File: config.mk
export PLATFORM = sky130hd
export DESIGN_NAME = sync_length_frame_receiver_flat
export DESIGN_NICKNAME = d
export VERILOG_FILES = /design/src/rtl/slfr_pkg.sv /design/src/rtl/slfr_stream_if.sv /design/src/rtl/slfr_queue.sv /design/src/rtl/slfr_front.sv /design/src/rtl/slfr_back.sv /design/src/rtl/sync_length_frame_receiver.sv /design/src/flat_wrapper.sv
export SDC_FILE = /design/constraint.sdc
export NUM_CORES = 1
export LEC_CHECK = 0
export BUFFER_PORTS_ARGS = -buffer_cell sky130_fd_sc_hd__buf_4
export CAP_MARGIN = 20
export CORE_MARGIN = 2
export CORE_UTILIZATION = 35
export DETAILED_ROUTE_END_ITERATION = 16
export MAX_ROUTING_LAYER = met4
export SLEW_MARGIN = 20
export SYNTH_ARGS = -nofsm -noshare
export SYNTH_HDL_FRONTEND = slang
export SYNTH_HIERARCHICAL = 1
export SYNTH_SLANG_ARGS = --single-unit
File: constraint.sdc
create_clock -name clk -period 6.7 [get_ports clk]
set_input_delay 1.005 -clock clk [delete_from_list [all_inputs] [get_ports clk]]
set_output_delay 1.005 -clock clk [all_outputs]
set_load 0.03 [all_outputs]
File: src/rtl/slfr_pkg.sv
// Package for the sync/length frame receiver.
// Holds the header position type, the payload and command structs and shared constants.
// No dependencies; every other file of the block but slfr_stream_if refers to it by scoped names.
`default_nettype none

package slfr_pkg;

    localparam int BYTE_W      = 8;
    localparam int HDR_BYTES   = 5;
    localparam int STORE_BYTES = 3;
    localparam int REM_W       = 17;
    localparam int HDR_CNT_W   = 3;
    localparam int CFG_INDEX_W = 1;

    typedef enum logic [2:0] {
        POS_HUNT_FIRST  = 3'd0,
        POS_HUNT_SECOND = 3'd1,
        POS_TYPE        = 3'd2,
        POS_LEN_HI      = 3'd3,
        POS_LEN_LO      = 3'd4,
        POS_PAYLOAD     = 3'd5
    } pos_t;

    typedef enum logic [CFG_INDEX_W-1:0] {
        CFG_SYNC_FIRST  = 1'd0,
        CFG_SYNC_SECOND = 1'd1
    } cfg_index_t;

    localparam logic [BYTE_W-1:0] SYNC_FIRST_RESET  = 8'd170;
    localparam logic [BYTE_W-1:0] SYNC_SECOND_RESET = 8'd85;

    typedef struct packed {
        logic [BYTE_W-1:0] rx_byte;
    } rx_item_t;

    typedef struct packed {
        logic [BYTE_W-1:0] frame_byte;
        logic              frame_first;
        logic              frame_last;
    } frame_item_t;

    // One queue entry: either a whole header burst or a single forwarded byte.
    typedef struct packed {
        logic                             is_header;
        logic                             last;
        logic [HDR_BYTES-1:0][BYTE_W-1:0] bytes;
    } cmd_t;

endpackage

`default_nettype wire

File: src/rtl/slfr_stream_if.sv
// Valid/ready stream interface used by both channels of the frame receiver.
// The payload type is a parameter; the structs come from slfr_pkg.
`default_nettype none

interface slfr_stream_if #(
    parameter type payload_t = logic
);
    logic     valid;
    logic     ready;
    payload_t payload;

    modport source (output valid, output payload, input ready);
    modport sink   (input valid, input payload, output ready);
endinterface

`default_nettype wire

File: src/rtl/slfr_queue.sv
// Short command queue between the header parser and the output sequencer.
// Register storage with read and write pointers; depends on slfr_pkg for cmd_t.
`default_nettype none

module slfr_queue #(
    parameter int DEPTH = 4
) (
    input  wire logic          clk,
    input  wire logic          rst_n,
    input  wire logic          push,
    input  wire slfr_pkg::cmd_t push_data,
    input  wire logic          pop,
    output slfr_pkg::cmd_t     pop_data,
    output logic               full,
    output logic               empty
);
    localparam int PTR_W = (DEPTH > 1) ? $clog2(DEPTH) : 1;
    localparam int CNT_W = $clog2(DEPTH + 1);
    localparam logic [PTR_W-1:0] LAST_PTR = PTR_W'(DEPTH - 1);

    slfr_pkg::cmd_t   store_reg [DEPTH];
    logic [PTR_W-1:0] wr_ptr_reg, wr_ptr_next;
    logic [PTR_W-1:0] rd_ptr_reg, rd_ptr_next;
    logic [CNT_W-1:0] count_reg, count_next;

    assign full     = (count_reg == CNT_W'(DEPTH));
    assign empty    = (count_reg == '0);
    assign pop_data = store_reg[rd_ptr_reg];

    always_comb
    begin
        wr_ptr_next = wr_ptr_reg;
        rd_ptr_next = rd_ptr_reg;
        count_next  = count_reg;
        if (push)
        begin
            wr_ptr_next = (wr_ptr_reg == LAST_PTR) ? '0 : wr_ptr_reg + 1'b1;
        end
        if (pop)
        begin
            rd_ptr_next = (rd_ptr_reg == LAST_PTR) ? '0 : rd_ptr_reg + 1'b1;
        end
        if (push && !pop)
        begin
            count_next = count_reg + 1'b1;
        end
        else if (pop && !push)
        begin
            count_next = count_reg - 1'b1;
        end
    end

    always_ff @(posedge clk or negedge rst_n)
    begin
        if (!rst_n)
        begin
            wr_ptr_reg <= '0;
            rd_ptr_reg <= '0;
            count_reg  <= '0;
        end
        else
        begin
            wr_ptr_reg <= wr_ptr_next;
            rd_ptr_reg <= rd_ptr_next;
            count_reg  <= count_next;
        end
    end

    always_ff @(posedge clk)
    begin
        if (push)
        begin
            store_reg[wr_ptr_reg] <= push_data;
        end
    end

endmodule

`default_nettype wire

File: src/rtl/slfr_front.sv
// Header parser: hunts for the sync pair, collects type and length, counts the payload.
// Pushes one command per header and per forwarded byte; depends on slfr_pkg.
`default_nettype none

module slfr_front (
    input  wire logic                          clk,
    input  wire logic                          rst_n,
    input  wire logic                          accept,
    input  wire logic [slfr_pkg::BYTE_W-1:0]   rx_byte,
    input  wire logic [slfr_pkg::BYTE_W-1:0]   sync_first,
    input  wire logic [slfr_pkg::BYTE_W-1:0]   sync_second,
    output logic                               push,
    output slfr_pkg::cmd_t                     cmd
);
    localparam int BW = slfr_pkg::BYTE_W;
    localparam int RW = slfr_pkg::REM_W;

    slfr_pkg::pos_t                          pos_reg, pos_next;
    logic [slfr_pkg::STORE_BYTES-1:0][BW-1:0] store_reg, store_next;
    logic [BW-1:0]                           len_hi_reg, len_hi_next;
    logic [RW-1:0]                           rem_reg, rem_next;
    logic                                    rem_done;

    assign rem_done = (rem_reg <= RW'(1));

    always_comb
    begin
        pos_next    = pos_reg;
        store_next  = store_reg;
        len_hi_next = len_hi_reg;
        rem_next    = rem_reg;
        if (accept)
        begin
            unique case (pos_reg)
                slfr_pkg::POS_HUNT_FIRST:
                begin
                    if (rx_byte == sync_first)
                    begin
                        store_next[0] = rx_byte;
                        pos_next      = slfr_pkg::POS_HUNT_SECOND;
                    end
                end
                slfr_pkg::POS_HUNT_SECOND:
                begin
                    if (rx_byte == sync_second)
                    begin
                        store_next[1] = rx_byte;
                        pos_next      = slfr_pkg::POS_TYPE;
                    end
                    else
                    begin
                        pos_next = slfr_pkg::POS_HUNT_FIRST;
                    end
                end
                slfr_pkg::POS_TYPE:
                begin
                    store_next[2] = rx_byte;
                    pos_next      = slfr_pkg::POS_LEN_HI;
                end
                slfr_pkg::POS_LEN_HI:
                begin
                    len_hi_next = rx_byte;
                    pos_next    = slfr_pkg::POS_LEN_LO;
                end
                slfr_pkg::POS_LEN_LO:
                begin
                    rem_next = RW'({len_hi_reg, rx_byte}) + RW'(1);
                    pos_next = slfr_pkg::POS_PAYLOAD;
                end
                default:
                begin
                    if (rem_done)
                    begin
                        rem_next = '0;
                        pos_next = slfr_pkg::POS_HUNT_FIRST;
                    end
                    else
                    begin
                        rem_next = rem_reg - RW'(1);
                        pos_next = slfr_pkg::POS_PAYLOAD;
                    end
                end
            endcase
        end
    end

    always_comb
    begin
        push = 1'b0;
        cmd  = '0;
        unique case (pos_reg)
            slfr_pkg::POS_HUNT_FIRST,
            slfr_pkg::POS_HUNT_SECOND,
            slfr_pkg::POS_TYPE,
            slfr_pkg::POS_LEN_HI:
            begin
                push = 1'b0;
            end
            slfr_pkg::POS_LEN_LO:
            begin
                push          = accept;
                cmd.is_header = 1'b1;
                cmd.bytes[0]  = store_reg[0];
                cmd.bytes[1]  = store_reg[1];
                cmd.bytes[2]  = store_reg[2];
                cmd.bytes[3]  = len_hi_reg;
                cmd.bytes[4]  = rx_byte;
            end
            default:
            begin
                push         = accept;
                cmd.last     = rem_done;
                cmd.bytes[0] = rx_byte;
            end
        endcase
    end

    always_ff @(posedge clk or negedge rst_n)
    begin
        if (!rst_n)
        begin
            pos_reg <= slfr_pkg::POS_HUNT_FIRST;
            rem_reg <= '0;
        end
        else
        begin
            pos_reg <= pos_next;
            rem_reg <= rem_next;
        end
    end

    always_ff @(posedge clk)
    begin
        store_reg  <= store_next;
        len_hi_reg <= len_hi_next;
    end

endmodule

`default_nettype wire

File: src/rtl/slfr_back.sv
// Output sequencer: pops commands and drives the registered frame channel.
// A header command is played out as five requests; depends on slfr_pkg.
`default_nettype none

module slfr_back (
    input  wire logic                          clk,
    input  wire logic                          rst_n,
    input  wire slfr_pkg::cmd_t                cmd,
    input  wire logic                          cmd_empty,
    output logic                               pop,
    input  wire logic                          out_ready,
    output logic                               out_valid,
    output slfr_pkg::frame_item_t              out_item
);
    localparam int BW = slfr_pkg::BYTE_W;
    localparam int HW = slfr_pkg::HDR_BYTES - 1;
    localparam int CW = slfr_pkg::HDR_CNT_W;

    logic                  valid_reg, valid_next;
    slfr_pkg::frame_item_t item_reg, item_next;
    logic [HW-1:0][BW-1:0] hdr_reg, hdr_next;
    logic [CW-1:0]         hdr_cnt_reg, hdr_cnt_next;
    logic                  can_load;

    assign can_load  = !valid_reg || out_ready;
    assign pop       = can_load && (hdr_cnt_reg == '0) && !cmd_empty;
    assign out_valid = valid_reg;
    assign out_item  = item_reg;

    always_comb
    begin
        valid_next   = valid_reg;
        item_next    = item_reg;
        hdr_next     = hdr_reg;
        hdr_cnt_next = hdr_cnt_reg;
        if (can_load)
        begin
            priority if (hdr_cnt_reg != '0)
            begin
                valid_next             = 1'b1;
                item_next.frame_byte   = hdr_reg[0];
                item_next.frame_first  = 1'b0;
                item_next.frame_last   = 1'b0;
                hdr_next               = hdr_reg >> BW;
                hdr_cnt_next           = hdr_cnt_reg - 1'b1;
            end
            else if (!cmd_empty)
            begin
                valid_next            = 1'b1;
                item_next.frame_byte  = cmd.bytes[0];
                item_next.frame_first = cmd.is_header;
                item_next.frame_last  = cmd.last && !cmd.is_header;
                if (cmd.is_header)
                begin
                    hdr_next     = cmd.bytes[slfr_pkg::HDR_BYTES-1:1];
                    hdr_cnt_next = CW'(HW);
                end
            end
            else
            begin
                valid_next = 1'b0;
            end
        end
    end

    always_ff @(posedge clk or negedge rst_n)
    begin
        if (!rst_n)
        begin
            valid_reg   <= 1'b0;
            hdr_cnt_reg <= '0;
        end
        else
        begin
            valid_reg   <= valid_next;
            hdr_cnt_reg <= hdr_cnt_next;
        end
    end

    always_ff @(posedge clk)
    begin
        item_reg <= item_next;
        hdr_reg  <= hdr_next;
    end

endmodule

`default_nettype wire

File: src/rtl/sync_length_frame_receiver.sv
// Top level of the sync/length frame receiver: configuration registers, parser, queue, sequencer.
// Depends on slfr_pkg, slfr_stream_if, slfr_front, slfr_queue and slfr_back.
//
// Usage: received bytes arrive one request at a time on the rx channel. The block
// hunts for the two sync bytes, reads a type byte and a 16-bit big-endian length,
// and then sends the frame on the frame channel: the five header bytes as a burst,
// then each payload byte and the check byte, which carries frame_last. The first
// sync byte carries frame_first. Bytes outside a frame produce nothing.
// The sync bytes are set through cfg_we, cfg_index and cfg_data; the user must set them
// only while idle, as the block itself does not enforce it. Throughput: one rx request
// per cycle while the queue is not full. A byte that finds the sequencer idle passes
// through a queue entry and then the output register to the frame channel; the header
// burst of five requests follows the length low byte the same way, and the payload bytes
// queue behind it until the hunt for the next header drains the queue. Six queue entries
// hold that backlog at full rate; rx.ready drops only while the queue is full, which with
// the default depth happens only when the frame receiver stalls and backs up into rx.
// Reset clears the hunt, the queue and the output register; the sync bytes
// return to 170 and 85.
`default_nettype none

module sync_length_frame_receiver #(
    parameter int QUEUE_DEPTH = 6
) (
    input  wire logic                             clk,
    input  wire logic                             rst_n,
    input  wire logic                             cfg_we,
    input  wire logic [slfr_pkg::CFG_INDEX_W-1:0] cfg_index,
    input  wire logic [slfr_pkg::BYTE_W-1:0]      cfg_data,
    slfr_stream_if.sink                           rx,
    slfr_stream_if.source                         frame
);
    logic [slfr_pkg::BYTE_W-1:0] sync_first_reg, sync_first_next;
    logic [slfr_pkg::BYTE_W-1:0] sync_second_reg, sync_second_next;
    logic                        rx_accept;
    logic                        push;
    logic                        pop;
    logic                        q_full;
    logic                        q_empty;
    slfr_pkg::cmd_t              push_cmd;
    slfr_pkg::cmd_t              pop_cmd;
    slfr_pkg::rx_item_t          rx_item;
    slfr_pkg::frame_item_t       out_item;

    assign rx.ready      = !q_full;
    assign rx_accept     = rx.valid && !q_full;
    assign rx_item       = rx.payload;
    assign frame.payload = out_item;

    always_comb
    begin
        sync_first_next  = sync_first_reg;
        sync_second_next = sync_second_reg;
        if (cfg_we)
        begin
            unique case (slfr_pkg::cfg_index_t'(cfg_index))
                slfr_pkg::CFG_SYNC_FIRST:  sync_first_next  = cfg_data;
                slfr_pkg::CFG_SYNC_SECOND: sync_second_next = cfg_data;
                default:                   sync_first_next  = sync_first_reg;
            endcase
        end
    end

    always_ff @(posedge clk or negedge rst_n)
    begin
        if (!rst_n)
        begin
            sync_first_reg  <= slfr_pkg::SYNC_FIRST_RESET;
            sync_second_reg <= slfr_pkg::SYNC_SECOND_RESET;
        end
        else
        begin
            sync_first_reg  <= sync_first_next;
            sync_second_reg <= sync_second_next;
        end
    end

    slfr_front u_front (
        .clk         (clk),
        .rst_n       (rst_n),
        .accept      (rx_accept),
        .rx_byte     (rx_item.rx_byte),
        .sync_first  (sync_first_reg),
        .sync_second (sync_second_reg),
        .push        (push),
        .cmd         (push_cmd)
    );

    slfr_queue #(
        .DEPTH (QUEUE_DEPTH)
    ) u_queue (
        .clk       (clk),
        .rst_n     (rst_n),
        .push      (push),
        .push_data (push_cmd),
        .pop       (pop),
        .pop_data  (pop_cmd),
        .full      (q_full),
        .empty     (q_empty)
    );

    slfr_back u_back (
        .clk       (clk),
        .rst_n     (rst_n),
        .cmd       (pop_cmd),
        .cmd_empty (q_empty),
        .pop       (pop),
        .out_ready (frame.ready),
        .out_valid (frame.valid),
        .out_item  (out_item)
    );

endmodule

`default_nettype wire

File: src/flat_wrapper.sv
// flat-port wrapper written by rule: the top's interface ports become plain ports
module sync_length_frame_receiver_flat 
#(
    parameter int QUEUE_DEPTH = 6
)
  (clk, rst_n, cfg_we, cfg_index, cfg_data, rx_valid, rx_payload, rx_ready, frame_valid, frame_payload, frame_ready);
  slfr_stream_if rx_i ();
  slfr_stream_if frame_i ();
  input  wire logic clk;
  input  wire logic rst_n;
  input  wire logic cfg_we;
  input  wire logic [slfr_pkg::CFG_INDEX_W-1:0] cfg_index;
  input  wire logic [slfr_pkg::BYTE_W-1:0] cfg_data;
  input wire logic [$bits(rx_i.valid)-1:0] rx_valid;
  input wire logic [$bits(rx_i.payload)-1:0] rx_payload;
  output wire logic [$bits(rx_i.ready)-1:0] rx_ready;
  output wire logic [$bits(frame_i.valid)-1:0] frame_valid;
  output wire logic [$bits(frame_i.payload)-1:0] frame_payload;
  input wire logic [$bits(frame_i.ready)-1:0] frame_ready;
  assign rx_i.valid = rx_valid;
  assign rx_i.payload = rx_payload;
  assign rx_ready = rx_i.ready;
  assign frame_valid = frame_i.valid;
  assign frame_payload = frame_i.payload;
  assign frame_i.ready = frame_ready;
  sync_length_frame_receiver #(.QUEUE_DEPTH(QUEUE_DEPTH)) u_core (.clk(clk), .rst_n(rst_n), .cfg_we(cfg_we), .cfg_index(cfg_index), .cfg_data(cfg_data), .rx(rx_i), .frame(frame_i));
endmodule
==> results of run 1 <==
## worst max path at each step
stage / endpoint
6_report: u_core/u_queue/count_reg[2]
5_1_grt: u_core/u_queue/count_reg[2]
4_1_cts: u_core/u_queue/count_reg[2]
3_5_place_dp: u_core/u_queue/count_reg[2]
3_3_place_gp: u_core/u_queue/count_reg[2]
2_1_floorplan: u_core/u_queue/count_reg[2]
## layout make-up
cell class / instances / area, sq um / share of cell area (%)
well taps: 140 / 175 / 4.10
clock inverters: 6 / 76.3 / 1.79
multi-input cells: 265 / 1860 / 43.5
flip-flops and latches: 70 / 1870 / 43.7
clock buffers: 10 / 128 / 2.99
inverters: 8 / 30.0 / 0.703
repair buffers: 18 / 135 / 3.16
## critical path, delay by kind of cell
kind	cells	cell delay, ns
xor gates and xnor gates	2	0.30
adders and majority gates	2	0.64
buffers and inverters	3	0.67
and+or+nand+nor	3	1.00
## per-stage QoR
| step | cell area (sq um) | setup WS, ns | power (W) | cells | utilization, % |
|---|---|---|---|---|---|
| floorplan | 3950 | 3.57 | 0.000754 | 376 | - |
| global placement | 4070 | 3.12 | 0.000740 | 501 | 37.5 |
| detailed placement | 4070 | 2.99 | 0.000750 | 501 | 37.5 |
| CTS | 4270 | 3.36 | 0.00111 | 517 | 39.4 |
| global route | 4270 | 3.10 | 0.00116 | 517 | 39.4 |
| finish | 4270 | 3.36 | 0.00109 | 517 | 39.4 |
## where the power goes
| group | internal [W] | total (W) | switching [W] |
|---|---|---|---|
| clock | 0.000205 | 0.000356 | 0.000151 |
| sequential | 0.000488 | 0.000538 | 0.0000499 |
| combinational | 0.000102 | 0.000200 | 0.0000979 |
| total | 0.000796 | 0.00109 | 0.000299 |
## per-layer routing
layer  routed length, um  vias up  share of wire (%)  global-route usage, %
met4                 131        0                1.8                   4.97
met2                3710       71                 50                   23.2
met3                 300       12                4.0                   3.38
met5                   0        -                  0                      -
li1                    -     1298                  -                      -
met1                3260     1269                 44                   16.0
==> out/qor_table.md, run 1 <==
| Group | Parameter | Value |
|:---|:---|:---|
| run status | Outcome | complete, no violations |
| clock tree | Maximum buffer depth of the clock tree | 2 |
| setup path | Setup slack, reg-to-reg | 3.54 ns |
| setup path | Cell with the largest stage delay on the worst path | sky130_fd_sc_hd__nand2_1 |
| setup path | Max FO, Critical Path | 23 |
| min path | Worst Hold Depth | 1 |
| sta | Number of endpoints with negative hold slack in the final report | 0 |
| clock tree | Hold-fix buffers, CTS | 0 |
| flow run | Max capacitance violation total | 0 |
| cells and area | Total of fill cells in the finished design | 1072 |
| place | Final weighted congestion in routability-driven placement | 0.864 |
| clock tree | Clock latency on the worst-skew pair | 0.34 ns |
| setup path | Critical path start-end classification | input pin to flip-flop |
| sta | Relative slew slack | 52.6% |
| global route | Overall overflow remaining after global route | 0 |
| setup path | Largest incremental delay on the critical path | 0.53 ns |
| detailed routing | Post-route antenna net violation count | 0 |
| cells and area | Share of cells above drive strength 1 | 18.0% |
| floorplan | Total die area | 12000 sq um |
| detailed routing | Drt first pass iters | 5 |
| clock tree | H-tree Lvls | 3 |
| setup path | Sort of element at the end of the critical path | flip-flop |
| floorplan | Die W | 109 um |
| floorplan | Area inside the core boundary | 10800 sq um |
| clock tree | Total clock buffers created by CTS | 9 |
| power | Worst-case vdd ir drop | 131 uV |
| detailed routing | Total wirelength of the detailed-routed design | 7410 um |
| floorplan | Top-level I/O count | 18 |
| global route | Overall Global Routing Usage | 13.8% |
| clock tree | Number of sinks on the clock net | 70 |
| global route | First-pass GRT wire length | 12400 um |
| power | Power per cell area | 256 nW/um^2 |
| clock tree | CTS Root Cell | sky130_fd_sc_hd__clkbuf_8 |
| floorplan | Vert. Die Dim | 109 um |
| cells and area | Area growth from synthesis to final layout | 9.64% |
| synthesis | Synthesized netlist cell count | 362 |
| power | Reported leakage power | 1.72 nW |
| global route | Initial antenna violation count | 0 |
| detailed routing | Wire per inst | 14.3 um |
| min path | Source of the worst hold timing path | u_core/u_queue/wr_ptr_reg[0] |
| clock tree | CTS-repair resized insts | 0 |
| detailed routing | Remaining DRCs | 0 |
| synthesis | Avg Inst Size Synth | 10.8 sq um |
| synthesis | Total number of yosys warnings | 6 |
| clock tree | Post-CTS Setup Inserts | 0 |
| setup path | Data required time of the worst path | 6.97 ns |
| global route | Largest net degree at the start of global routing | 50 |
| sta | Unrepaired setup endpoints after global routing | no |
| sta | Max frequency | 300 MHz |
| clock tree | Clock tree from TritonCTS | yes |
| synthesis | Mapped cell area | 3890 sq um |
| clock tree | Clock input transition at the sequential cells of the worst setup and hold paths | 0.07 ns |
| setup path | Reg-to-reg critical path endpoint | u_core/u_queue/count_reg[2] |
| place | Port Buf Inserts | 17 |
| cells and area | Number of flip-flops in the largest register | 17 |
| floorplan | Starting Density | 35.9% |
| cells and area | Diode count | 0 |
| min path | Hold Path Class | flip-flop to flip-flop |
| global route | Via count of the first global-routing pass | 2544 |
| cells and area | Nets@finish | 392 |
| sta | Pins Over Slew Limit | 0 |
| detailed routing | Number of design-rule violations left by the first detailed-router iteration | 227 |
| min path | Destination of the worst hold path | u_core/u_queue/wr_ptr_reg[0] |
| sta | Final count of negative-setup-slack endpoints | 0 |
| cells and area | Commonest non-fill, non-tap cell in the layout | sky130_fd_sc_hd__dfrtp_1 |
| sta | Hold slack final | 0.489 ns |
| setup path | List of cells traversed by the critical path | buf_4 > nor2b_1 > nand2_1 > inv_1 > ha_1 > inv_1 > fa_1 > xor2_1 > nor2_1 > xor2_1 |
| sta | Time the final worst path needs with I/O delays and setup | 3.34 ns |
| setup path | Crit path DAT | 3.60 ns |
| cells and area | Leading cell types in the layout, fill and taps excluded | sky130_fd_sc_hd__dfrtp_1, sky130_fd_sc_hd__nor2_1, sky130_fd_sc_hd__nand2_1, sky130_fd_sc_hd__edfxtp_1 |
| sta | Final clock skew | 0.00649 ns |
| setup path | Startpoint type of the worst setup path | input pin |
| setup path | Reg-to-reg critical path startpoint | u_core/u_queue/count_reg[1] |
| sta | Worst slew pin tran | 0.710 ns |
| floorplan | Site Rows | 38 |
| setup path | Logic depth of the worst register-to-register path | 11 |
| detailed routing | Detailed-route vias per instance | 5.13 |
| sta | Total negative setup slack | 0 ns |
| sta | Crit share post-route | 49.8% |
| setup path | Crit path launch | rx_valid |
| detailed routing | Via Count | 2650 |
| place | Post-detailed-placement half-perimeter wirelength | 5490 um |
(Power assumes the default switching activity.)
==> run 2, diff against run 1 <==
==> constraint.sdc (replaced) <==
create_clock -name clk -period 2.8 [get_ports clk]
set_input_delay 0.42 -clock clk [delete_from_list [all_inputs] [get_ports clk]]
set_output_delay 0.42 -clock clk [all_outputs]
set_load 0.03 [all_outputs]
==> run 2 against run 1 <==
Against the previous run: via count is 2.1% higher; wire length hardly changed; register-to-register slack worse by 3.3 ns; critical path type is now flip-flop to flip-flop.
==> out/qor_table.md, run 2 (synthesis gave the netlist of run 1 again) <==
| Group | Parameter | Value |
|:---|:---|:---|
| run status | Outcome | complete, no violations |
| setup path | Logic depth of the worst register-to-register path | 6 |
| power | Sequential fraction of design power | 51.5% |
| sta | Number of endpoints with negative hold slack in the final report | 0 |
| floorplan | Die W | 109 um |
| setup path | Crit path DAT | 2.83 ns |
| power | Switching power summed over all nets | 0.000703 W |
| place | Post-detailed-placement half-perimeter wirelength | 5440 um |
| setup path | Reg-to-reg critical path endpoint | u_core/u_front/rem_reg[12] |
| setup path | Sort of element at the end of the critical path | flip-flop |
| clock tree | Maximum buffer depth of the clock tree | 2 |
| clock tree | Clock latency on the worst-skew pair | 0.34 ns |
| sta | Pins Over Slew Limit | 0 |
| cells and area | Post-route non-filler standard cell count | 523 |
| clock tree | Hold-fix buffers, CTS | 0 |
| clock tree | Total clock buffers created by CTS | 9 |
| place | Cell count after placement | 507 |
| clock tree | CTS Root Cell | sky130_fd_sc_hd__clkbuf_8 |
| flow run | Max capacitance violation total | 0 |
| sta | Final clock skew | 0.00579 ns |
| cells and area | Final standard cell utilization of the core | 39.5% |
| floorplan | Top-level I/O count | 18 |
| sta | Worst slew pin tran | 0.650 ns |
| place | Port Buf Inserts | 17 |
| sta | Relative slew slack | 56.7% |
| clock tree | Post-CTS Setup Inserts | 0 |
| sta | Total negative setup slack | 0 ns |
| global route | Initial antenna violation count | 0 |
| detailed routing | Drt first pass iters | 4 |
| cells and area | Diode count | 0 |
| sta | Max frequency | 384 MHz |
| clock tree | Clock input transition at the sequential cells of the worst setup and hold paths | 0.07 ns |
| cells and area | Share of cells above drive strength 1 | 19.3% |
| sta | Time the final worst path needs with I/O delays and setup | 2.61 ns |
| sta | Unrepaired setup endpoints after global routing | no |
| cells and area | Nets@finish | 398 |
| setup path | Data required time of the worst path | 3.03 ns |
| clock tree | Number of sinks on the clock net | 70 |
| clock tree | CTS-repair resized insts | 0 |
| clock tree | Clock tree from TritonCTS | yes |
| clock tree | H-tree Lvls | 3 |
| setup path | Setup slack, reg-to-reg | 0.19 ns |
| power | Clock power share | 28.9% |
| setup path | Max FO, Critical Path | 12 |
| detailed routing | Detailed-route vias per instance | 5.17 |
| cells and area | Commonest non-fill, non-tap cell in the layout | sky130_fd_sc_hd__dfrtp_1 |
| setup path | Reg-to-reg critical path startpoint | u_core/u_front/rem_reg[12] |
| place | Final weighted congestion in routability-driven placement | 0.865 |
| detailed routing | Total wirelength of the detailed-routed design | 7410 um |
| sta | Final count of negative-setup-slack endpoints | 0 |
| floorplan | Total die area | 12000 sq um |
| global route | First-pass GRT wire length | 12600 um |
| min path | Hold Path Class | input pin to asynchronous set/reset pin |
| floorplan | Vert. Die Dim | 109 um |
| power | Reported leakage power | 1.74 nW |
| sta | Crit share post-route | 93.1% |
| detailed routing | Via Count | 2706 |
| sta | Slack of the critical path | 0.194 ns |
| cells and area | Number of flip-flops in the largest register | 17 |
| setup path | Startpoint type of the worst setup path | flip-flop |
| detailed routing | Wire per inst | 14.2 um |
| cells and area | Total of fill cells in the finished design | 1083 |
| power | Power per cell area | 582 nW/um^2 |
| cells and area | Area growth from synthesis to final layout | 9.96% |
| floorplan | Site Rows | 38 |
| power | Combinational cell fraction of total power | 19.5% |
| detailed routing | Remaining DRCs | 0 |
| floorplan | Area inside the core boundary | 10800 sq um |
| place | Worst slack, placed | 0.209 ns |
| global route | Overall Global Routing Usage | 14.2% |
| detailed routing | Post-route antenna net violation count | 0 |
| floorplan | Starting Density | 35.9% |
| power | Worst-case vdd ir drop | 343 uV |
| power | P_int | 0.00179 W |
| detailed routing | Number of design-rule violations left by the first detailed-router iteration | 90 |
| setup path | Critical path start-end classification | flip-flop to flip-flop |
| global route | Largest net degree at the start of global routing | 50 |
| power | Switching power share of the total | 28.2% |
| global route | Overall overflow remaining after global route | 0 |
| global route | Via count of the first global-routing pass | 2633 |
| cells and area | Leading cell types in the layout, fill and taps excluded | sky130_fd_sc_hd__dfrtp_1, sky130_fd_sc_hd__buf_4, sky130_fd_sc_hd__nor2_1 |
run 2: cell types whose count changed in the layout (fill, tap and decap cells not counted), sizes merged:
cell    change
buf         +6
bufinv      -2
clkbuf      +5
clkinv      -3
run 2: power by group through the flow:
stage	registers [W]	clock network, W	logic [W]
after floorplan	0.00127	0	0.000536
after global placement	0.00130	0	0.000478
after detailed placement	0.00131	0	0.000490
after CTS	0.00129	0.000767	0.000493
after global routing	0.00131	0.000790	0.000551
final	0.00129	0.000721	0.000487
run 2: metal layers:
layer  vias to the layer above  part of all wire, %  wire (um)  track usage [%]
li1                       1317                    -          -                -
met4                         0                  1.2         87             5.24
met5                         -                    0          0                -
met1                      1314                   44       3240             16.0
met2                        67                   50       3740             24.2
met3                         8                  4.6        339             3.73
run 2: metrics by stage:
stage / hold WS (ns) / total power, W / cell area [sq um]
finish: 0.0940 / 0.00249 / 4280
global route: 0.143 / 0.00265 / 4280
CTS: 0.107 / 0.00255 / 4280
detailed placement: 0.469 / 0.00180 / 4110
global placement: 0.471 / 0.00178 / 4110
floorplan: 0.124 / 0.00180 / 3950
run 2: layout make-up:
class | count | area, sq um | share of cell area (%)
Inverter | 8 | 30.0 | 0.701
Multi-Input combinational cell | 265 | 1860 | 43.4
Clock inverter | 1 | 5.00 | 0.117
Sequential cell | 70 | 1870 | 43.6
Timing Repair Buffer | 24 | 180 | 4.21
Tap cell | 140 | 175 | 4.09
Clock buffer | 15 | 166 | 3.89
run 2: critical path, cell delays in order (launching register included):
cell                      delay [ns]
sky130_fd_sc_hd__dfrtp_1        0.40
sky130_fd_sc_hd__or4_1          0.65
sky130_fd_sc_hd__or4_4          0.62
sky130_fd_sc_hd__o21ai_4        0.30
sky130_fd_sc_hd__buf_4          0.22
sky130_fd_sc_hd__a21oi_1        0.05
sky130_fd_sc_hd__a221o_1        0.26
run 2: worst max path at each step:
stage                                     start                           to  slack (ns)  cells after the start
finish               u_core/u_front/rem_reg[12]   u_core/u_front/rem_reg[12]        0.19                      6
global route         u_core/u_front/rem_reg[12]   u_core/u_front/rem_reg[14]        0.04                      5
CTS                  u_core/u_front/rem_reg[11]   u_core/u_front/rem_reg[12]        0.20                      6
detailed placement   u_core/u_front/rem_reg[11]   u_core/u_front/rem_reg[12]        0.21                      6
global placement     u_core/u_front/rem_reg[12]   u_core/u_front/rem_reg[10]        0.23                      6
floorplan           u_core/u_queue/count_reg[1]  u_core/u_queue/count_reg[2]        0.17                     13
